`src/rtl/plts_pkg.sv`:
```
// Package: constants, command codes and shared types of the light table shader.
package plts_pkg;
  localparam int LIGHT_SLOTS = 32;
  localparam int IDX_W = $clog2(LIGHT_SLOTS);
  localparam int CNT_W = IDX_W + 1;
  localparam int QDEPTH = 2;
  localparam logic [15:0] AMBIENT_Q8 = 16'd26;

  typedef enum logic [2:0] {
    CMD_ADD = 3'd0, CMD_REMOVE = 3'd1, CMD_CLEAR = 3'd2, CMD_UPDATE = 3'd3, CMD_SHADE = 3'd4
  } cmd_t;

  typedef enum logic [1:0] {
    ST_OK = 2'd0, ST_FULL = 2'd1, ST_BAD_INDEX = 2'd2
  } status_t;

  // entry record: origin, color, intensity, radius
  localparam int ENT_W = 3 * 24 + 3 * 16 + 16 + 24;

  // front classification of one command
  typedef struct packed {
    logic                shade;   // needs the back end's light walk
    logic [1:0]          status;
    logic [IDX_W-1:0]    assigned;
    logic [CNT_W-1:0]    total;
    logic signed [23:0]  px, py, pz;
    logic signed [15:0]  nx, ny, nz;
  } job_t;

  typedef enum logic [2:0] {
    BK_IDLE, BK_READ, BK_GEOM, BK_SQRT, BK_DIV1, BK_DIV2, BK_MUL, BK_DONE
  } bk_state_t;
endpackage

```
`src/rtl/plts_front.sv`:
```
// Front end: takes commands, keeps the table count, writes the light table.
module plts_front (
  input  logic                         clk,
  input  logic                         rst,
  input  logic                         start,
  output logic                         busy,
  input  logic [2:0]                   command,
  input  logic [4:0]                   light_index,
  input  logic signed [23:0]           pos_x, pos_y, pos_z,
  input  logic signed [15:0]           vec_x, vec_y, vec_z,
  input  logic [15:0]                  intensity,
  input  logic [23:0]                  radius,
  input  logic                         q_full,
  input  logic                         q_empty,
  output logic                         q_push,
  output plts_pkg::job_t               q_data,
  input  logic                         back_idle,
  output logic [plts_pkg::CNT_W-1:0]   count,
  output logic                         we,
  output logic [plts_pkg::IDX_W-1:0]   waddr,
  output logic [plts_pkg::ENT_W-1:0]   wdata,
  output logic [plts_pkg::IDX_W-1:0]   mv_raddr,
  input  logic [plts_pkg::ENT_W-1:0]   mv_rdata
);
  logic                       mv_pend, mv_wait;
  logic [plts_pkg::IDX_W-1:0] mv_dst;
  logic [plts_pkg::CNT_W-1:0] count_next;
  logic                       acc;
  logic                       idx_ok;
  logic                       tbl_wr;
  plts_pkg::cmd_t             cmd;

  assign cmd    = plts_pkg::cmd_t'(command);
  // commands that write the table wait until the queue is empty and the back end idle,
  // so a shade sees the table as it stood when it was accepted
  assign tbl_wr = (cmd == plts_pkg::CMD_ADD) | (cmd == plts_pkg::CMD_REMOVE) |
                  (cmd == plts_pkg::CMD_UPDATE);
  assign busy   = q_full | mv_pend | mv_wait | (tbl_wr & ~(back_idle & q_empty));
  assign acc    = start & ~busy;
  assign idx_ok = {1'b0, light_index} < count;
  assign mv_raddr = plts_pkg::IDX_W'(count);

  always_comb begin
    q_data = '0;
    q_data.px = pos_x; q_data.py = pos_y; q_data.pz = pos_z;
    q_data.nx = vec_x; q_data.ny = vec_y; q_data.nz = vec_z;
    q_data.status = plts_pkg::ST_OK;
    count_next = count;
    we = 1'b0;
    waddr = light_index;
    wdata = {pos_x, pos_y, pos_z, vec_x, vec_y, vec_z, intensity, radius};
    case (cmd)
      plts_pkg::CMD_ADD: begin
        if (count >= plts_pkg::CNT_W'(plts_pkg::LIGHT_SLOTS)) begin
          q_data.status = plts_pkg::ST_FULL;
        end else begin
          we = acc;
          waddr = plts_pkg::IDX_W'(count);
          q_data.assigned = plts_pkg::IDX_W'(count);
          count_next = count + 1'b1;
        end
      end
      plts_pkg::CMD_REMOVE: begin
        if (!idx_ok) q_data.status = plts_pkg::ST_BAD_INDEX;
        else count_next = count - 1'b1;
      end
      plts_pkg::CMD_CLEAR: count_next = '0;
      plts_pkg::CMD_UPDATE: begin
        if (!idx_ok) q_data.status = plts_pkg::ST_BAD_INDEX;
        else we = acc;
      end
      plts_pkg::CMD_SHADE: q_data.shade = 1'b1;
      default: ;
    endcase
    q_data.total = count_next;
    q_push = acc;
    if (mv_wait) begin
      we = 1'b1;
      waddr = mv_dst;
      wdata = mv_rdata;
    end
  end

  always_ff @(posedge clk) begin
    if (rst) begin
      count <= '0;
      mv_pend <= 1'b0;
      mv_wait <= 1'b0;
    end else begin
      mv_wait <= mv_pend;
      mv_pend <= 1'b0;
      if (acc) begin
        count <= count_next;
        if (cmd == plts_pkg::CMD_REMOVE && idx_ok) begin
          mv_pend <= 1'b1;
          mv_dst <= light_index;
        end
      end
    end
  end
endmodule

```
`config.mk`:
```
export PLATFORM = sky130hd
export DESIGN_NAME = plts_front
export DESIGN_NICKNAME = d
export VERILOG_FILES = /design/src/rtl/plts_pkg.sv /design/src/rtl/plts_front.sv
export SDC_FILE = /design/constraint.sdc
export NUM_CORES = 1
export LEC_CHECK = 0
export BUFFER_PORTS_ARGS = -buffer_cell sky130_fd_sc_hd__buf_2
export CORE_AREA = 2 2 254 256
export DETAILED_ROUTE_END_ITERATION = 10
export DIE_AREA = 0 0 256 258
export PLACE_DENSITY = 0.3
export SYNTH_ARGS = -nofsm -noshare
export SYNTH_HDL_FRONTEND = slang
export SYNTH_SLANG_ARGS = --single-unit
```
`constraint.sdc`:
```
create_clock -name clk -period 2.9 [get_ports clk]
set_input_delay 0 -clock clk [delete_from_list [all_inputs] [get_ports clk]]
set_output_delay 0 -clock clk [all_outputs]
set_load 0.05 [all_outputs]
```
# Word-level counts from Yosys, hierarchy flattened
# Cells that the tools add are included.
# word_totals
register_bits	13
inputBits	334
out_inout_bits	313
elab_cells	47
# op_classes
n_addsub	2
magnitude_cmp	2
eq_ne	4
muxes	18
n_bitwise	12
n_reduce_logical	5
# ops
cell	count
160-bit 2-to-1 mux	1
5-bit 2-to-1 mux	5
6-bit case mux with 3 select lines	1
6-bit 2-to-1 mux	2
6-bit by 1-bit adder with 6-bit output (second input constant)	1
3-bit by 2-bit == test with 1-bit output (second input constant)	2
6-bit greater-or-equal comparator (second input constant)	1
5-bit by 6-bit < comparator with 1-bit output	1
1-bit 2-to-1 mux	6
6-bit by 1-bit subtractor with 6-bit output (second input constant)	1
1-bit bitwise OR	5
1-bit NOT	4
2-bit case mux with 2 select lines	1
2-bit OR reduction	2
1-bit AND	3
3-bit by 1-bit == test with 1-bit output (second input constant)	1
3-bit == test (second input constant)	1
3-bit zero test	1
3-bit AND reduction	1
2-bit 2-to-1 mux	1
1-bit case mux with 2 select lines	1
1-bit logical AND	1

# Logic depth before layout (Yosys ltp)
# logic_depth
ltp_word	10
depth_mapped	9
ltp_nobuf	8

# Worst setup path before layout
# Ideal clock, no wire load.
# synth_path
path_type	register -> register
from	reg count[3] (netlist name)
to	reg count[0] (netlist name)
setup_ns	0.063
t_arrival_ns	3.313
t_required_ns	2.837
setup_slack_ns	-0.476
stages_incl_launch_ff	9
path_buffers	0
period_less_slack_ns	3.376
path_cell_list	dfxtp_1 -> inv_1 -> ha_1 -> a211oi_1 -> nor3_1 -> o21ba_4 -> a31oi_1 -> o31ai_1 -> o21a_1
# synth_rtl
element	line	rtl
start, declared	plts_front.sv:18	output logic [plts_pkg::CNT_W-1:0] count,
start signal, assigned	plts_front.sv:93	count <= count_next;

==> metrics.cfg <==
[cts]
cts_tree = yes
path_clk_slew_ns = 0.05
cts_buffer_depth = 2
post_cts_buffers = 0
htreeDepth = 1
insertion_delay_ns = 0.25
cts_root_buf = clkbuf_16
cts_buffers = 3
holdBufCountCts = 2
ctsResizeCount = 0
cts_num_sinks = 13

[floorplanning]
die_x_um = 256
die_area_um2 = 66000
rows = 93
die_h_um = 258
core_um2 = 63600
initial_utilization = 0.0634
pin_count = 647

[grt]
grt_max_degree = 92
grt_use_total = 0.106
grt_first_pass_wirelength_um = 48000
antenna_found_initial = 7
grt_pass1_vias = 5471
gr-total-overflow = 0

[power]
pwr-share-clk = 0.132
pwr-share-comb = 0.774
p_int_mw = 0.799
p_sw_frac = 0.615
ir_worst_vdd_v = 0.000144
p_leak_nw = 3.59
p_switching_mw = 1.28
seqPwrFrac = 0.094
p_per_area_nw_per_um2 = 279

[cells_and_area]
antenna_cells = 0
drive_gt1_frac = 0.867
fillCellCount = 7473
stdcell_area_um2 = 7430
area_growth_pct = 84.1
final_net_count = 1303

[synth]
avgSynthCellArea_um2 = 8.87
synth_compound_area_frac = 0.0902
synth.net_count = 796
synth_adder_area_share = 0.0217
synth_area_um2 = 4040
ys_types = 46
seq_area_frac_synth = 0.0769
async_reset_ff_frac = 0
synth-xor-area-share = 0
synth_top_flop_cell = dfxtp_1
yosys.area_share.simple = 0.0887
ys_warn_count = 0
ys_ff_latch = 13
synth-edff-count = 5
synth_top_family_by_area = multiplexers
syn-instance-count = 455
synth_mux_area_frac = 0.447

[detailed_routing]
drt_iter0_markers = 243
dr.pass1.iters = 6
routedWlPerCell_um = 20.8
via_per_inst = 2.96
routed_wl_um = 37800
drc = 0
via_count = 5382
postRouteAntennaNets = 0

[timing]
rsz0062_at_grt = false
hold_viol_final = 1
maxSlewHeadroom = 0.574
slew_violations = 0
fmax_mhz = 400
min_period_over_period = 0.862
setup_tns_ns = 0
setup_violations = 0
holdWs_ns = -0.00401
worst_clock_skew_ns = 0.00244
min_period_ns = 2.50
worst_pin_slew_ns = 0.639

[worst_setup_path]
worst_setup_path_end_kind = output pin
critical_path.max_fanout = 15
crit_required_ns = 2.90
path_class = reg2out
arrival_ns = 2.50
start_kind = register

[worst_hold_path]
min_path_type = in2reg

[placed_design]
dp.final_hpwl_um = 35000
place_area_um2 = 7330
port_buffers = 646
gp_congestion = 0.940

[run_status]
status = finished, violations left
violations = hold timing

[run]
cap_violations = 0

==> final cells by class <==
type | instances | area, um2 | share of cell area
clock buffer | 4 | 78.8 | 0.0106
inverter | 8 | 32.5 | 0.00438
multi-input combinational | 284 | 2630 | 0.353
sequential | 13 | 314 | 0.0423
tap | 855 | 1070 | 0.144
timing repair buffer | 652 | 3310 | 0.445
==> synth_stat cells (6+ instances only) <==
cell | instances | area share
a31oi_1 | 6 | 0.0093
o21ai_0 | 13 | 0.016
buf_2 | 9 | 0.011
dfxtp_1 | 8 | 0.040
nor3_1 | 8 | 0.0099
nand2_1 | 15 | 0.014
mux2_2 | 160 | 0.45
inv_1 | 6 | 0.0056
a21oi_1 | 14 | 0.017
clkbuf_1 | 11 | 0.010
ha_1 | 7 | 0.022
nor2_1 | 15 | 0.014
buf_4 | 125 | 0.23
==> metrics by stage <==
| step | setup WS [ns] | hold slack (ns) | power (mW) | util | std cells |
|---|---|---|---|---|---|
| finish | 0.401 | -0.00401 | 2.08 | 0.117 | 1816 |
| global route | 0.262 | 0.00322 | 2.17 | 0.117 | 1816 |
| detailed placement | 0.451 | 0.225 | 1.83 | 0.115 | 1810 |
| global placement | 0.503 | 0.231 | 1.83 | 0.115 | 1810 |
| CTS | 0.405 | 0.000986 | 2.11 | 0.117 | 1816 |
| floorplan | 0.0842 | 0.0989 | 1.33 | - | 455 |
==> registers in the layout, summed over array words and instances, names as in the netlist <==
register	count
mv_pend	1
mv_wait	1
count	6
mv_dst	5
==> kinds of logic (layout without fill, tap and decap cells) <==
logic type / count (synthesis) / in the layout
mux: 160 / 160
buf+inv: 158 / 664
simple gates: 65 / 65
compound gates: 52 / 52
flops: 13 / 13
fa+ha+maj: 7 / 7
==> placed cells by master (no fill, tap or decap), types with 2 or more instances in the layout <==
master,n
dlygate4sd3_1,2
a31oi_1,6
clkbuf_16,3
a21oi_1,14
nand2_1,15
o22a_1,2
nand3_1,5
o211ai_1,3
nor2b_1,2
buf_2,646
o21a_1,2
and2_1,2
edfxtp_1,5
nor3_1,8
mux2_2,160
buf_4,2
o21ai_0,13
ha_1,7
buf_12,2
or3_2,2
dfxtp_1,7
nor2_1,15
a32o_1,2
nand2_2,2
inv_1,6
nand2b_1,3
and3_1,2
nor3_4,2
==> worst paths after layout <==
check        depth (start not counted)           start          end  slack, ns
min reg2reg                          2        count[4]     count[4]       0.53
min                                  1  light_index[4]    mv_dst[4]     -0.004
max reg2reg                          8        count[2]    mv_dst[3]       0.44
max                                  8        count[2]  q_data[122]       0.40
==> power by group through the flow <==
stage               combinational, mW  clock (mW)  sequential, mW
global placement                 1.63           0           0.198
global route                     1.69       0.286           0.195
detailed placement               1.63           0           0.198
finish                           1.61       0.275           0.194
CTS                              1.64       0.280           0.194
floorplan                        1.13           0           0.202
==> worst max-delay path, stage by stage, from the launching register on <==
cell      delay [ns]
dfxtp_1         0.41
inv_1           0.16
ha_1            0.21
a211oi_1        0.26
nor3_1          0.10
o21ba_4         0.37
a31oi_1         0.16
nor2_1          0.26
buf_2           0.32
==> routing by layer <==
layer  track usage  wire (um)  vias to the layer above
met5             0         41                        -
met4        0.0283       1150                        6
met3        0.0577       4920                       26
met2         0.192      18900                      369
met1         0.104      12800                     2467
li1              -          -                     2514
Note: power is estimated with default switching activity, not from simulation.
