===== config.mk =====
export PLATFORM = sky130hd
export DESIGN_NAME = plts_ram
export DESIGN_NICKNAME = d
export VERILOG_FILES = /design/src/rtl/plts_ram.sv
export SDC_FILE = /design/constraint.sdc
export NUM_CORES = 1
export LEC_CHECK = 0
export BUFFER_PORTS_ARGS = -buffer_cell sky130_fd_sc_hd__buf_2
export CORE_MARGIN = 4
export CORE_UTILIZATION = 61
export DETAILED_ROUTE_END_ITERATION = 12
export PLACE_DENSITY = 0.75
export SLEW_MARGIN = 25
export SYNTH_ARGS = -nofsm -noshare
export SYNTH_HDL_FRONTEND = slang
export SYNTH_SLANG_ARGS = --single-unit

===== constraint.sdc =====
create_clock -name clk -period 3.2 [get_ports clk]
set_clock_uncertainty 0.05 [all_clocks]
set_input_delay 0.64 -clock clk [delete_from_list [all_inputs] [get_ports clk]]
set_output_delay 0.64 -clock clk [all_outputs]
set_load 0.01 [all_outputs]

===== src/rtl/plts_ram.sv =====
// Generic single-port-write, registered-read RAM.
module plts_ram #(
  parameter int WIDTH = 8,
  parameter int DEPTH = 32
) (
  input  logic                     clk,
  input  logic                     we,
  input  logic [$clog2(DEPTH)-1:0] waddr,
  input  logic [WIDTH-1:0]         wdata,
  input  logic [$clog2(DEPTH)-1:0] raddr,
  output logic [WIDTH-1:0]         rdata
);
  logic [WIDTH-1:0] mem [DEPTH];
  always_ff @(posedge clk) begin
    if (we) mem[waddr] <= wdata;
    rdata <= mem[raddr];
  end
endmodule


[After elaboration in Yosys (flattened, before gate mapping)]
Memory sizes are Yosys's and may differ from the RTL's. A register that Yosys moved wholly into a read port is not among the register bits.
Cells that the tools add are included.
Operators by class
  add/subtract/negate cells: 0
  $mul: 0
  divide/modulo/power cells: 0
  order comparisons: 0
  equal/unequal tests: 0
  shift operators: 0
  mux-type cells: 2
  bitwise operators: 0
  reductions and logical operators: 0
Operators with widths (count)
  $mux 1: 2
Storage, ports and cells
  register bits after elaboration: 0
  latch bits: 0
  memory bits (writable): 256
  bits in read-only memories: 0
  input port bits: 20
  output and inout bits: 8
  word-level logic and storage cells: 3
  memories: 1
Memories
  mem: words 32, width 8, rd ports 1, clocked after Yosys merged registers in 1, write ports 1, line 13  | logic [WIDTH-1:0] mem [DEPTH];

[Logic depth before layout (Yosys ltp)]
Gate-level depths: netlist (run 1).
  depth in word-level cells: 2
  depth in mapped cells: 5
  mapped depth without buffers: 3

[Least setup slack after synthesis (run 1)]
Ideal clock, no wire load.
  path kind: input -> register
  from: input port raddr[2]
  to: register rdata[0], read port of mem
  arrival time: 2.322 ns
  data required time: 3.029 ns
  path slack: 0.708 ns
  stages on the path: 5
  buffers on the path: 2
  path through: clkbuf_1 -> clkbuf_1 -> mux4_2 -> mux4_2 -> mux2_2
RTL lines
  start, declared: line 10  | input logic [$clog2(DEPTH)-1:0] raddr,
  end, declared: line 11  | output logic [WIDTH-1:0] rdata

==> results of run 1 <==
-- logic make-up after synthesis --
| kind of cell | Yosys count | synth area share |
|---|---|---|
| flip-flops | 264 | 0.781 |
| multiplexers | 88 | 0.188 |
| AND/OR/NAND/NOR | 45 | 0.0207 |
| buffers and inverters | 20 | 0.0106 |
-- worst paths after layout --
kind                  startpoint               end  slack (ps)  cells past startpoint
min reg2reg  mem[6][0]$_DFFE_PP_  rdata[0]$_DFF_P_         870                      3
max reg2reg  mem[4][2]$_DFFE_PP_  rdata[2]$_DFF_P_        1280                      3
min                     raddr[3]  rdata[0]$_DFF_P_         530                      2
max                     raddr[0]  rdata[2]$_DFF_P_         990                      5
-- routing by layer --
layer  wire length (um)  up-vias
li1                   -     1892
met1               8000     2362
met2               9700      205
met3               1780       29
met4                391        0
met5                  0        -
-- state kept, by name, indices dropped and copies added (netlist names) --
name and count:
mem 256, rdata 8
-- stage by stage --
| stage | cells | hold slack, ps | power [mW] | utilization |
|---|---|---|---|---|
| floorplan | 417 | 689 | 4.14 | - |
| global placement | 663 | 832 | 4.29 | 0.660 |
| detailed placement | 663 | 861 | 4.30 | 0.660 |
| CTS | 709 | 499 | 7.19 | 0.712 |
| global route | 709 | 504 | 7.36 | 0.712 |
| finish | 709 | 528 | 7.13 | 0.712 |
-- placed cells by master, fill, tap and decap left out, drive strengths merged --
cell type / n
edfxtp: 256
mux4: 80
buf: 50
nor2: 33
clkbuf: 30
clkinv: 9
mux2: 8
dfxtp: 8
nand3b: 5
or3b: 3
bufinv: 3
nand3: 2
inv: 2
clkinvlp: 2
nand2: 1
or3: 1
-- power by group through the flow --
stage               clock, mW  sequential [mW]  combinational (mW)
finish                   2.91             3.86               0.361
global route             3.11             3.87               0.386
CTS                      2.96             3.87               0.367
detailed placement          0             3.94               0.362
global placement            0             3.94               0.353
floorplan                   0             3.93               0.205
-- area by class of cell --
class                      instances  area [sq um]  area share
sequential                       264          7850       0.689
multi-input combinational        133          2100       0.184
clock buffer                      30           644      0.0566
timing repair buffer              50           348      0.0305
tap                              216           270      0.0237
clock inverter                    16           176      0.0155
-- critical path, cell delays in order --
cell,delay (ps)
buf_4,280
buf_4,290
mux4_2,530
mux4_2,530
mux2_2,290
==> results by group, run 1 <==
Min path
  • Min-Delay Path Class: in2reg

Run status
  • Status: finished clean

Logic synthesis
  • Ranking of synthesized cells by area: edfxtp_1 (76%), mux4_2 (18%), dfxtp_1 (1.6%), nor2_1 (1.2%), mux2_2 (0.90%)
  • YS warnings: 0
  • EDFF count, synth: 256
  • Syn Nets: 437
  • Post-synthesis instance total: 417
  • Sequential area share after synthesis: 0.781
  • Synth Flop Type: edfxtp_1
  • Top-count cell post-synth: edfxtp_1
  • Leading area contributor after synthesis: edfxtp_1
  • Mapped Avg Cell Area: 24.1 sq um
  • Synthesized area: 10100 sq um
  • List of most frequent post-synthesis cells: edfxtp_1 (256), mux4_2 (80), nor2_1 (33)
  • Number of synthesized register bits: 264
  • Async SR Flop Fraction: 0
  • Yosys cell types: 15
  • Yosys top cell area share: 0.765

Power and ir drop
  • PwrDens: 626 nW/um^2
  • Clock power share: 0.407
  • P_sw: 1.43 mW
  • Switching Fraction: 0.201
  • Logic pwr share: 0.051
  • Internal Power: 5.70 mW
  • Sequential Power Share: 0.542
  • Maximum vdd ir drop: 645 uV
  • Static Leakage: 3.61 nW

Timing
  • Unrepaired setup endpoints after global routing: no
  • Max-slew violations: 0
  • Worst-Margin Slew: 914 ps
  • Finish-stage setup viols: 0
  • Setup_tns: 0 ps
  • Slew HR: 0.389
  • Final Cycle Share: 0.691
  • Final Hold Viols: 0
  • Crit path time final: 2210 ps
  • Final Worst Setup Slack: 990 ps
  • Max Clk Rate: 0.452 GHz

Placed design
  • DP Area: 10600 sq um
  • Worst slack, placed: 436 ps
  • GP Congestion: 0.780
  • Post-DP HPWL: 12100 um
  • PortBufs: 27

Floorplanning
  • I/O pin count: 28
  • Die Span Y: 136 um
  • Starting Density: 0.628
  • # rows: 46
  • Die width: 136 um
  • Area of the core: 16000 sq um
  • Die Area: 18600 sq um

CTS
  • Cts hold-fix bufs: 0
  • Clock latency on the worst-skew pair: 520 ps
  • Clock tree buffer depth: 3
  • CTS tree: done
  • CTS resizes: 0
  • # clock sinks: 264
  • Clk root buf: clkbuf_16
  • Post-CTS setup buffer count: 0
  • H-tree levels: 1
  • CTS clk-pin slew, worst paths: 70 ps
  • TritonCTS buffer count: 25

Route
  • Antenna Nets Post-Route: 0
  • Drt drc: 0
  • Routed wire per std cell: 28.0 um
  • Initial DRC count: 510
  • Post-Route WL: 19900 um
  • Vias/cell: 6.33
  • DR pass1 iterations: 5
  • Via count: 4488

Setup path
  • Startpoint types: input pin
  • CP Max Fanout: 14
  • CP required: 3560 ps
  • CP Capture Type: flip-flop
  • Crit Path Class: in2reg
  • Crit path DAT: 2570 ps

GRT
  • Vias in the first global route: 4621
  • Met3 GRT Util: 0.0485
  • Total Routing Usage GR: 0.228
  • Busiest grt layer: met2
  • Total grt overflow: 0
  • Initial antenna violation count: 0
  • Met2 usage: 0.350
  • Pin count of the biggest net entering global routing: 65
  • Global-route wire length before repair: 30000 um
  • Met1 Resource Use GR: 0.346

Final layout
  • Share of layout cells above drive strength 1: 0.365
  • Layout fillers: 963
  • Fin area: 11400 sq um
  • Layout overhead on the synthesized area: 13.3%
  • N_diodes: 0
  • Nets: 494

Run
  • MaxCap Viol Count: 0
(Power assumes the default switching activity.)
==> run 2, diff against run 1 <==
CORE_UTILIZATION = 55   (was 61)
PLACE_DENSITY = 0.71   (was 0.75)
clock period = 2 ns   (was 3.2 ns; I/O delays follow)
==> results by group, run 2 (synthesis results as in run 1) <==
Power and ir drop
  • Power Total: 11.4 mW
  • Static Leakage: 3.72 nW
  • Internal Power: 9.10 mW
  • PwrDens: 984 nW/um^2
  • Switching Fraction: 0.201
  • Sequential Power Share: 0.542
  • P_sw: 2.29 mW
  • Maximum vdd ir drop: 613 uV
  • Logic pwr share: 0.054
  • Clock power share: 0.404

Placed design
  • Worst slack, placed: -333 ps
  • Post-DP HPWL: 12500 um
  • PortBufs: 27
  • GP Congestion: 0.750

Timing
  • Final Cycle Share: 0.944
  • Worst-Margin Slew: 651 ps
  • Max-slew violations: 0
  • Final Hold Viols: 0
  • Slew HR: 0.566
  • Max Clk Rate: 0.530 GHz
  • Unrepaired setup endpoints after global routing: no
  • Crit path time final: 1890 ps
  • Finish-stage setup viols: 0
  • Final Worst Setup Slack: 113 ps

Final layout
  • Final core occ: 0.645
  • Layout overhead on the synthesized area: 15.2%
  • Largest register FFs: 256
  • Nets: 512
  • N_diodes: 0
  • Biggest regs: mem: 256 flops, rdata: 8 flops
  • Share of layout cells above drive strength 1: 0.389
  • Most frequent cells in the layout: edfxtp_1 (256), mux4_2 (80), buf_4 (34), nor2_1 (33), buf_2 (26)
  • Reg with most FFs: mem
  • Commonest non-fill, non-tap cell in the layout: edfxtp_1

Floorplanning
  • Die Area: 20500 sq um
  • Die Span Y: 143 um
  • Die width: 143 um
  • Starting Density: 0.560
  • Area of the core: 18000 sq um
  • I/O pin count: 28
  • # rows: 49

CTS
  • CTS clk-pin slew, worst paths: 70 ps
  • CTS tree: done
  • TritonCTS buffer count: 25
  • Clock tree buffer depth: 3
  • Clk root buf: clkbuf_16
  • H-tree levels: 1
  • CTS resizes: 0
  • Post-CTS setup buffer count: 0
  • Clock latency on the worst-skew pair: 520 ps
  • # clock sinks: 264
  • Cts hold-fix bufs: 0

GRT
  • Pin count of the biggest net entering global routing: 33
  • Total Routing Usage GR: 0.205
  • Met3 GRT Util: 0.0375
  • Initial antenna violation count: 0
  • Global-route wire length before repair: 29900 um
  • Met1 Resource Use GR: 0.319
  • Total grt overflow: 0
  • Met2 usage: 0.305
  • Busiest grt layer: met1
  • Vias in the first global route: 4600

Route
  • Routed wire per std cell: 27.3 um
  • Post-Route WL: 20100 um
  • Drt drc: 0
  • Vias/cell: 6.15
  • Initial DRC count: 450
  • Via count: 4542
  • DR pass1 iterations: 5
  • Antenna Nets Post-Route: 0

Run status
  • Status: finished clean

Setup path
  • FF-to-FF path depth: 3
  • Last element of the critical path: rdata[0]$_DFF_P_
  • Startpoint types: flip-flop
  • CP required: 2360 ps
  • CP Capture Type: flip-flop
  • Crit path DAT: 2240 ps
  • Start point of the critical path: mem[21][0]$_DFFE_PP_
  • Crit Path Class: reg2reg
  • R2R setup slack: 110 ps
  • R2R Path Start: mem[21][0]$_DFFE_PP_
  • Worst r2r dst: rdata[0]$_DFF_P_
  • CP Max Fanout: 1

Min path
  • Hold_sp: raddr[3]
  • Min-Delay Path Class: in2reg

Run
  • MaxCap Viol Count: 0
==> run 2: changes by cell type in the layout (fill, tap and decap cells not counted), sizes merged <==
cell,before,now
inv,2,0
buf,50,68
clkinvlp,2,3
clkbuf,30,26
clkinv,9,12
==> run 2: how the worst min path moves through the flow <==
stage | endpoint | slack, ps | cells past startpoint
floorplan | mem[0][0]$_DFFE_PP_ | 450 | 0
global placement | rdata[3] | 760 | 1
detailed placement | rdata[3] | 770 | 1
CTS | rdata[2]$_DFF_P_ | 270 | 2
global route | rdata[2]$_DFF_P_ | 280 | 2
finish | rdata[2]$_DFF_P_ | 290 | 2
==> run 2: metrics by stage <==
stage / TNS [ps] / hold slack [ps] / instances / cell area [sq um]
3_5_place_dp: -2490 / 768 / 694 / 10800
3_3_place_gp: -2330 / 761 / 694 / 10800
2_1_floorplan: -376 / 449 / 417 / 10200
4_1_cts: 0 / 274 / 738 / 11600
5_1_grt: 0 / 279 / 738 / 11600
6_report: 0 / 295 / 738 / 11600
==> run 2: area by class of cell <==
class	instances	area, sq um
clock buffers	26	629
repair buffers	68	546
fillers	1152	6380
well taps	229	287
flip-flops and latches	264	7850
clock inverters	18	175
multi-input cells	133	2100
==> run 2: per-layer routing <==
metal / vias up / routed length (um)
li1: 1921 / -
met1: 2390 / 8640
met2: 205 / 9430
met3: 26 / 1560
met4: 0 / 491
met5: - / 0
==> run 2: power by group through the flow <==
stage	Sequential [mW]	Clock [mW]	Combinational [mW]
floorplan	6.30	0	0.354
global placement	6.29	0	0.603
detailed placement	6.30	0	0.618
CTS	6.18	4.71	0.621
global route	6.18	4.96	0.651
finish	6.18	4.60	0.614
==> run 2: worst max-delay path, stage by stage, from the launching register on <==
cell	delay, ps
edfxtp_1	360
mux4_2	540
mux4_2	540
mux2_2	290
