===== src/rtl/plts_pkg.sv =====
// Package: constants, command codes and shared types of the light table shader.
package plts_pkg;
  localparam int LIGHT_SLOTS = 32;
  localparam int IDX_W = $clog2(LIGHT_SLOTS);
  localparam int CNT_W = IDX_W + 1;
  localparam int QDEPTH = 2;
  localparam logic [15:0] AMBIENT_Q8 = 16'd26;

  typedef enum logic [2:0] {
    CMD_ADD = 3'd0, CMD_REMOVE = 3'd1, CMD_CLEAR = 3'd2, CMD_UPDATE = 3'd3, CMD_SHADE = 3'd4
  } cmd_t;

  typedef enum logic [1:0] {
    ST_OK = 2'd0, ST_FULL = 2'd1, ST_BAD_INDEX = 2'd2
  } status_t;

  // entry record: origin, color, intensity, radius
  localparam int ENT_W = 3 * 24 + 3 * 16 + 16 + 24;

  // front classification of one command
  typedef struct packed {
    logic                shade;   // needs the back end's light walk
    logic [1:0]          status;
    logic [IDX_W-1:0]    assigned;
    logic [CNT_W-1:0]    total;
    logic signed [23:0]  px, py, pz;
    logic signed [15:0]  nx, ny, nz;
  } job_t;

  typedef enum logic [2:0] {
    BK_IDLE, BK_READ, BK_GEOM, BK_SQRT, BK_DIV1, BK_DIV2, BK_MUL, BK_DONE
  } bk_state_t;
endpackage


===== src/rtl/plts_queue.sv =====
// Short FIFO of classified commands between front and back ends.
module plts_queue (
  input  logic           clk,
  input  logic           rst,
  input  logic           push,
  input  plts_pkg::job_t din,
  output logic           full,
  input  logic           pop,
  output logic           empty,
  output plts_pkg::job_t dout
);
  localparam int AW = $clog2(plts_pkg::QDEPTH);
  plts_pkg::job_t slots [plts_pkg::QDEPTH];
  logic [AW-1:0]  rp, wp;
  logic [AW:0]    fill;

  assign full  = fill == (AW+1)'(plts_pkg::QDEPTH);
  assign empty = fill == '0;
  assign dout  = slots[rp];

  always_ff @(posedge clk) begin
    if (push && !full) slots[wp] <= din;
    if (rst) begin
      rp <= '0; wp <= '0; fill <= '0;
    end else begin
      if (push && !full) wp <= wp + 1'b1;
      if (pop && !empty) rp <= rp + 1'b1;
      fill <= fill + (AW+1)'(push && !full) - (AW+1)'(pop && !empty);
    end
  end
endmodule


===== config.mk =====
export PLATFORM = sky130hd
export DESIGN_NAME = plts_queue
export DESIGN_NICKNAME = d
export VERILOG_FILES = /design/src/rtl/plts_pkg.sv /design/src/rtl/plts_queue.sv
export SDC_FILE = /design/constraint.sdc
export NUM_CORES = 1
export LEC_CHECK = 0
export BUFFER_PORTS_ARGS = -buffer_cell sky130_fd_sc_hd__buf_4
export CAP_MARGIN = 15
export CORE_ASPECT_RATIO = 0.9
export CORE_MARGIN = 2
export CORE_UTILIZATION = 45
export DETAILED_ROUTE_END_ITERATION = 10
export PLACE_DENSITY = 0.7
export SLEW_MARGIN = 20
export SYNTH_ARGS = -nofsm -noshare
export SYNTH_HDL_FRONTEND = slang
export SYNTH_SLANG_ARGS = --single-unit

===== constraint.sdc =====
create_clock -name clk -period 6.1 [get_ports clk]
set_clock_uncertainty 0.15 [all_clocks]
set_input_delay 0.61 -clock clk [delete_from_list [all_inputs] [get_ports clk]]
set_output_delay 0.61 -clock clk [all_outputs]
set_load 0.02 [all_outputs]

Word-level counts from Yosys, hierarchy flattened
Memory sizes are Yosys's and may differ from the RTL's. A register that Yosys moved wholly into a read port is not among the register bits.
Index checks and enable logic that the tools add are counted.

word-level totals
  register bits = 4
  bits in latches = 0
  memory bits (writable) = 268
  ROM bits = 0
  input port bits = 138
  output and inout port bits = 136
  memories kept = 1

memories
  name   depth  width  read ports  clocked after memory_dff  write ports  RTL line          source
  slots  2      134    1           1                         1            plts_queue.sv:13  plts_pkg::job_t slots [plts_pkg::QDEPTH];

cells by class
  $add $sub $neg = 4
  $mul = 0
  div/mod/pow operators = 0
  order comparisons = 0
  equal/unequal tests = 1
  shift-type cells = 0
  mux-type cells = 4
  bitwise operators = 0
  reduce and logical (&&, ||, !) cells = 5

operator list
  operator               number
  $mux W1                4
  $add A1 B1 Y1 const B  2
  $add A2 B1 Y2          1
  $eq A2 B2 Y1 const B   1
  $logic_and A1 B1 Y1    2
  $logic_not A1 Y1       2
  $logic_not A2 Y1       1
  $sub A2 B1 Y2          1

Logic depth before layout (Yosys ltp)
Gate-level depths: netlist of run 1.

  word-level depth = 5
  mapped depth = 8
  gate-level depth less buffers = 8

Least setup slack after synthesis of run 1
OpenSTA, ideal clock, no wires.

  path type = input to register
  from = input push
  to = memory slots[1][0] (netlist bit) (enable)
  library setup time = 0.510 ns
  arrival time = 3.742 ns
  required time = 5.440 ns
  path slack = 1.698 ns
  cell stages on the path = 1
  path buffers = 0
  path through = and3_1

on the way
  longest elaborated chain between the ends = 3

RTL lines
  item                           RTL line          source
  from (decl)                    plts_queue.sv:5   input logic push,
  $logic_and A1 B1 Y1            plts_queue.sv:22  if (push && !full) slots[wp] <= din;
  $mux W1                        plts_queue.sv:22
  $mux W1 (not written as such)  plts_queue.sv:22
  to (decl)                      plts_queue.sv:13

No other way between the ends.

==> results of run 1 <==
==> cell type report <==
cell class / instances / area share
clock buffer: 32 / 0.0559
clock inverter: 20 / 0.0208
inverter: 4 / 0.00148
multi-input combinational: 152 / 0.137
sequential: 273 / 0.602
tap: 297 / 0.0275
timing repair buffer: 277 / 0.155
==> power by group <==
part | leakage (nW) | switching, mW | total (mW) | internal [mW]
Combinational | 2.12 | 0.952 | 1.84 | 0.888
Sequential | 2.54 | 0.124 | 2.52 | 2.39
Clock | 0.511 | 0.682 | 1.87 | 1.18
Total | 5.17 | 1.76 | 6.22 | 4.47
==> sequential cells by signal, indices dropped and copies added (netlist names), named ones only <==
register / cells
slots: 268
fill: 2
rp: 1
wp: 1
==> cells in the final DEF (no fill, tap or decap) <==
| cell type | netlist | final |
|---|---|---|
| nor2_1 | 4 | 4 |
| and3_4 | 0 | 1 |
| clkinv_2 | 0 | 8 |
| dfxtp_4 | 0 | 1 |
| and2_1 | 1 | 1 |
| nor3_1 | 1 | 1 |
| clkinvlp_4 | 0 | 2 |
| clkinv_1 | 0 | 2 |
| or3_1 | 1 | 1 |
| xor2_1 | 1 | 1 |
| ha_1 | 2 | 2 |
| xnor2_1 | 1 | 1 |
| edfxtp_1 | 268 | 268 |
| a21oi_1 | 1 | 1 |
| clkbuf_16 | 0 | 29 |
| nand2b_2 | 1 | 1 |
| buf_4 | 0 | 276 |
| nor2b_1 | 1 | 1 |
| inv_1 | 4 | 3 |
| o21a_1 | 1 | 1 |
| nand2_1 | 1 | 1 |
| o21ai_0 | 1 | 1 |
| dfxtp_1 | 5 | 4 |
| clkbuf_1 | 0 | 1 |
| bufinv_16 | 0 | 7 |
| inv_6 | 0 | 1 |
| mux2_2 | 74 | 74 |
| clkinv_4 | 0 | 1 |
| clkbuf_8 | 0 | 2 |
| buf_12 | 0 | 1 |
| mux2_4 | 60 | 60 |
==> kinds of logic after synthesis <==
logic type / Yosys count / synth area share
flops: 273 / 0.804
mux: 134 / 0.171
buf+inv: 19 / 0.0138
simple gates: 11 / 0.00568
compound gates: 3 / 0.00173
xor+xnor: 2 / 0.00173
fa+ha+maj: 2 / 0.00247
==> through the flow <==
step | instances | power [mW] | utilization | setup slack [ns] | instance area, µm²
CTS | 1055 | 6.29 | 0.606 | 2.71 | 13500
global placement | 1003 | 4.38 | 0.560 | 3.07 | 12500
detailed placement | 1003 | 4.41 | 0.560 | 2.97 | 12500
floorplan | 444 | 3.73 | - | 1.70 | 10100
global route | 1055 | 6.46 | 0.606 | 2.61 | 13500
finish | 1055 | 6.22 | 0.606 | 2.74 | 13500
==> how the worst min path moves through the flow <==
stage,endpoint,cells past startpoint
global route,slots[0][116],1
finish,slots[1][41],1
CTS,slots[0][110],1
floorplan,wp,2
global placement,wp,2
detailed placement,flop,2
==> Yosys cell counts <==
library cell,number
nor3_1,1
xnor2_1,1
buf_2,7
edfxtp_1,268
nand2_1,1
nor2_1,4
o21a_1,1
nor2b_1,1
inv_1,4
and2_1,1
nand2b_2,1
o21ai_0,1
and3_1,1
mux2_2,74
xor2_1,1
or3_1,1
dfxtp_1,5
ha_1,2
a21oi_1,1
buf_6,8
mux2_4,60
==> metal layers <==
layer  share of wire  vias to the layer above  GRT usage
met4           0.030                        0     0.0487
met2            0.48                      226      0.254
li1                -                     2345          -
met5               0                        -          0
met3           0.077                       43     0.0398
met1            0.42                     2474      0.204
==> worst register-to-register path: stages (launching register included) <==
cell and delay, ns:
dfxtp_1 0.38, nand2b_2 0.18, inv_1 0.07, or3_1 0.40, inv_6 0.54, buf_4 0.77
==> results.toml, run 1 <==
[critical_path]
crit_buf_inv = 2
cp_num_cells = 3
path_cells = "buf_12, mux2_2, buf_4"
path_class = "reg2out"
crit_fanout = 87
slowest_stage = "dfxtp_4"
r2r_start = "fill[0]"
r2r-end = "slots[0][89]"
r2r_cells = 5
rrSetupSlack_ns = 3.18
cp-endpoint = "dout[48]"
cp-start-kind = "flop"
required_ns = 5.34
end_kind = "output port"
crit_family = "flip-flops"
max_stage_delay_ns = 0.86
arrival_ns = 2.60

[pwr]
powerDensity_mw_per_mm2 = 460
ir_drop_mv = 0.363
p_leak_nw = 5.17

[clock_tree]
post_cts_buffers = 0
clk_pin_slew_ns = 0.06
clock_path_buffers = 3
h-tree-depth = 1
numCtsBuffers = 28
cts_tree = "done"
clock_sinks = 273
root_buffer = "clkbuf_16"
cts_resized = 0
clkLatencyLatePin_ns = 0.52
cts-hold-fix-buffers = 0

[detailed_routing]
postRouteAntennaNets = 0
avgViaCountPerCell = 4.82
wl_per_cell_um = 18.3
num_vias = 5088
drt-total-wl_um = 19300
drcViolationCount = 0
drtIter0Drc = 286
dr.pass1.iters = 4

[logic_synthesis]
synthCells = 444
synthTopCellsByArea = "edfxtp_1 (79%), mux2_4 (8.9%), mux2_2 (8.2%)"
synth.yosys.warnings = 0
synth_fp_nets = 584
yosysSeqAreaShare = 0.804
yosysTopAreaCellShare = 0.794
avgSynthCellArea_um2 = 22.8
synth-seq-cells = 273
syn_area_mm2 = 0.0101
synth.distinct_cells = 21
synth_area_leader_cell = "edfxtp_1"

[global_route]
overflow = 0
grt_max_degree = 88
antenna_found_initial = 0
grt_pass1_wl_um = 28700
grt_pass1_vias = 5346
track_usage = 0.155

[layout]
diodes = 0
layout-drive-gt1-share = 0.612
n_fill_cell = 1573
area_growth_pct = 33.4
seqCellArea_mm2 = 0.00815
multiInputGateArea_mm2 = 0.00186
final_net_count = 876

[timing]
max_slew_margin = 0.395
setup_viol = 0
maxSlewViolCount = 0
fmax_mhz = 297
tns_ns = 0
hold_viol = 0
holdWs_ns = 0.115
grt_setup_unrepaired = "no"
fin_crit_ns = 3.36
worst_slew_pin_slew_ns = 0.907
post-route-period-util = 0.551

[placed_design]
dp_hpwl_um = 12600
portBuffers = 273
gp_congestion = 0.785

[job]
maxCapViolations = 0

[hold_path]
min_from = "din[41]"
hp-class = "in2reg"

[floorplanning]
die-area_mm2 = 0.0238
die_w_um = 162
core.rowCount = 52
pin_count = 274
initial_core_util = 0.454
coreArea_mm2 = 0.0223
die_h_um = 146

[status]
status = "completed"
No activity file was read; power rests on OpenSTA's default activity.
==> inputs of run 2 (changes only) <==
Settings changed: ABC_AREA set to 1.
Clock period 6.1 ns to 3.3 ns, I/O delays scaled along.
==> run 2 against run 1 <==
Compared with the run above:
- non-clock buffer count increased by 139
- power grew 75%
- synthesized cell count grew 2.7%
- cell count is 14% higher
- worst hold slack gained 0.26 ns
- sequential power rose by 81%
- design area rose by 9.8%
- critical path type unchanged
- largest cell class unchanged
==> results.toml, run 2 <==
[placed_design]
portBuffers = 273
gp_congestion = 0.776
dp_hpwl_um = 13100
place_ws_ns = 1.29

[floorplanning]
die-area_mm2 = 0.0238
core.rowCount = 52
initial_core_util = 0.455
die_h_um = 147
pin_count = 274
coreArea_mm2 = 0.0223
die_w_um = 162

[logic_synthesis]
synth_area_leader_cell = "edfxtp_1"
yosysSeqAreaShare = 0.802
async_flop_share = 0
syn_area_mm2 = 0.0102
synth.yosys.warnings = 0
yosysTopAreaCellShare = 0.792
synthTopCellsByArea = "edfxtp_1 (79%), mux2_4 (8.9%), mux2_2 (8.2%)"
synth-seq-cells = 273
synth_ff_type = "edfxtp_1"
synth_most_common_cell = "edfxtp_1"
synth_common_cells = "edfxtp_1 (268), mux2_2 (74), mux2_4 (60)"
synth.distinct_cells = 12
synthCells = 456
synth_fp_nets = 596
avgSynthCellArea_um2 = 22.3
synth-edff-count = 268

[critical_path]
crit_fanout = 71
end_kind = "output port"
required_ns = 2.82
cp-start-kind = "flop"
path_class = "reg2out"
arrival_ns = 2.04

[pwr]
p_seq_frac = 0.419
ir_drop_mv = 0.455
comb_power_share = 0.299
p_int_mw = 7.80
p_leak_nw = 5.72
fin_total_pwr_mw = 10.9
switching_share = 0.282
p_switching_mw = 3.06
p_clk_frac = 0.282
powerDensity_mw_per_mm2 = 731

[clock_tree]
clkLatencyLatePin_ns = 0.52
h-tree-depth = 1
cts_tree = "done"
numCtsBuffers = 28
root_buffer = "clkbuf_16"
clock_sinks = 273
clk_pin_slew_ns = 0.06
post_cts_buffers = 0
clock_path_buffers = 3

[job]
maxCapViolations = 0

[layout]
final_net_count = 1027
layout-drive-gt1-share = 0.504
n_fill_cell = 1459
area_growth_pct = 46.2
largest_register_ff_count = 268
diodes = 0
final_core_util = 0.665
multiInputGateArea_mm2 = 0.00186
layout_common_cells = "buf_4 (275), edfxtp_1 (268), dlygate4sd3_1 (137)"
final_common_cell = "buf_4"
top_register = "slots"
seqCellArea_mm2 = 0.00815
reg.largest.list = "slots x268, fill x2"

[timing]
post-route-period-util = 0.763
fmax_mhz = 397
fin_crit_ns = 2.52
max_slew_margin = 0.461
setup_viol = 0
worst_slack_ns = 0.783
grt_setup_unrepaired = "no"
worst_slew_pin_slew_ns = 0.808
hold_viol = 0
tns_ns = 0
maxSlewViolCount = 0

[global_route]
grt_max_degree = 84
antenna_found_initial = 0
grt_pass1_wl_um = 33000
grt_pass1_vias = 6281
overflow = 0
track_usage = 0.177

[detailed_routing]
drcViolationCount = 0
avgViaCountPerCell = 4.75
postRouteAntennaNets = 0
wl_per_cell_um = 18.1
drt-total-wl_um = 21800
num_vias = 5722
dr.pass1.iters = 6
drtIter0Drc = 325

[status]
status = "completed"

[hold_path]
hp-class = "in2reg"
run 2: changes by cell type after synthesis, sizes merged, moves of 3 or more:
cell,delta
nand3,+3
nor2,+5
nand2,+7
inv,+6
run 2: cell families after synthesis:
kind of cell	Yosys count	share of synthesized area
compound gates	2	0.000985
fa+ha+maj	2	0.00246
buf+inv	25	0.0160
flops	273	0.802
mux	134	0.171
simple gates	20	0.00776
run 2: worst max-delay path: stages (launching register included):
cell	delay, ns
dfxtp_4	0.46
buf_12	0.34
mux2_2	0.41
buf_4	0.17
run 2: path summary, 6_finish.rpt:
path	startpoint	to	slack [ns]	depth (start not counted)
worst max-delay path	flop	dout[39]	0.78	3
worst min-delay path	din[51]	slots[0][51]	0.37	2
worst max register to register	fill[0]	slots[0][110]	1.24	5
worst min register to register	rp	rp	0.38	2
run 2: power groups by stage:
| stage | registers [mW] | logic [mW] | clock network [mW] |
|---|---|---|---|
| CTS | 4.54 | 3.27 | 3.14 |
| global route | 4.58 | 3.43 | 3.29 |
| finish | 4.55 | 3.25 | 3.07 |
| global placement | 4.58 | 3.07 | 0 |
| floorplan | 4.58 | 1.96 | 0 |
| detailed placement | 4.61 | 3.12 | 0 |
run 2: cell type report:
| cell class | instances | share of cell area |
|---|---|---|
| clock inverter | 10 | 0.00725 |
| inverter | 10 | 0.00278 |
| clock buffer | 40 | 0.0543 |
| sequential | 273 | 0.549 |
| tap | 297 | 0.0250 |
| multi-input combinational | 158 | 0.125 |
| timing repair buffer | 416 | 0.237 |
run 2: repair_timing:
action                                 CTS  global route
endpoints found under the hold margin  273             0
hold buffers                           137             0
gates resized for setup                  0             0
run 2: stage by stage:
step | hold slack [ns] | cell area [µm²] | instances
finish | 0.372 | 14900 | 1204
global placement | 0.333 | 12600 | 1017
global route | 0.362 | 14900 | 1204
CTS | 0.351 | 14900 | 1204
detailed placement | 0.356 | 12600 | 1017
floorplan | 0.251 | 10200 | 456
run 2: metal layers:
| layer | GRT usage | share of wire |
|---|---|---|
| met1 | 0.214 | 0.39 |
| met4 | 0.0487 | 0.023 |
| met3 | 0.0503 | 0.077 |
| met5 | 0 | 0 |
| met2 | 0.312 | 0.51 |
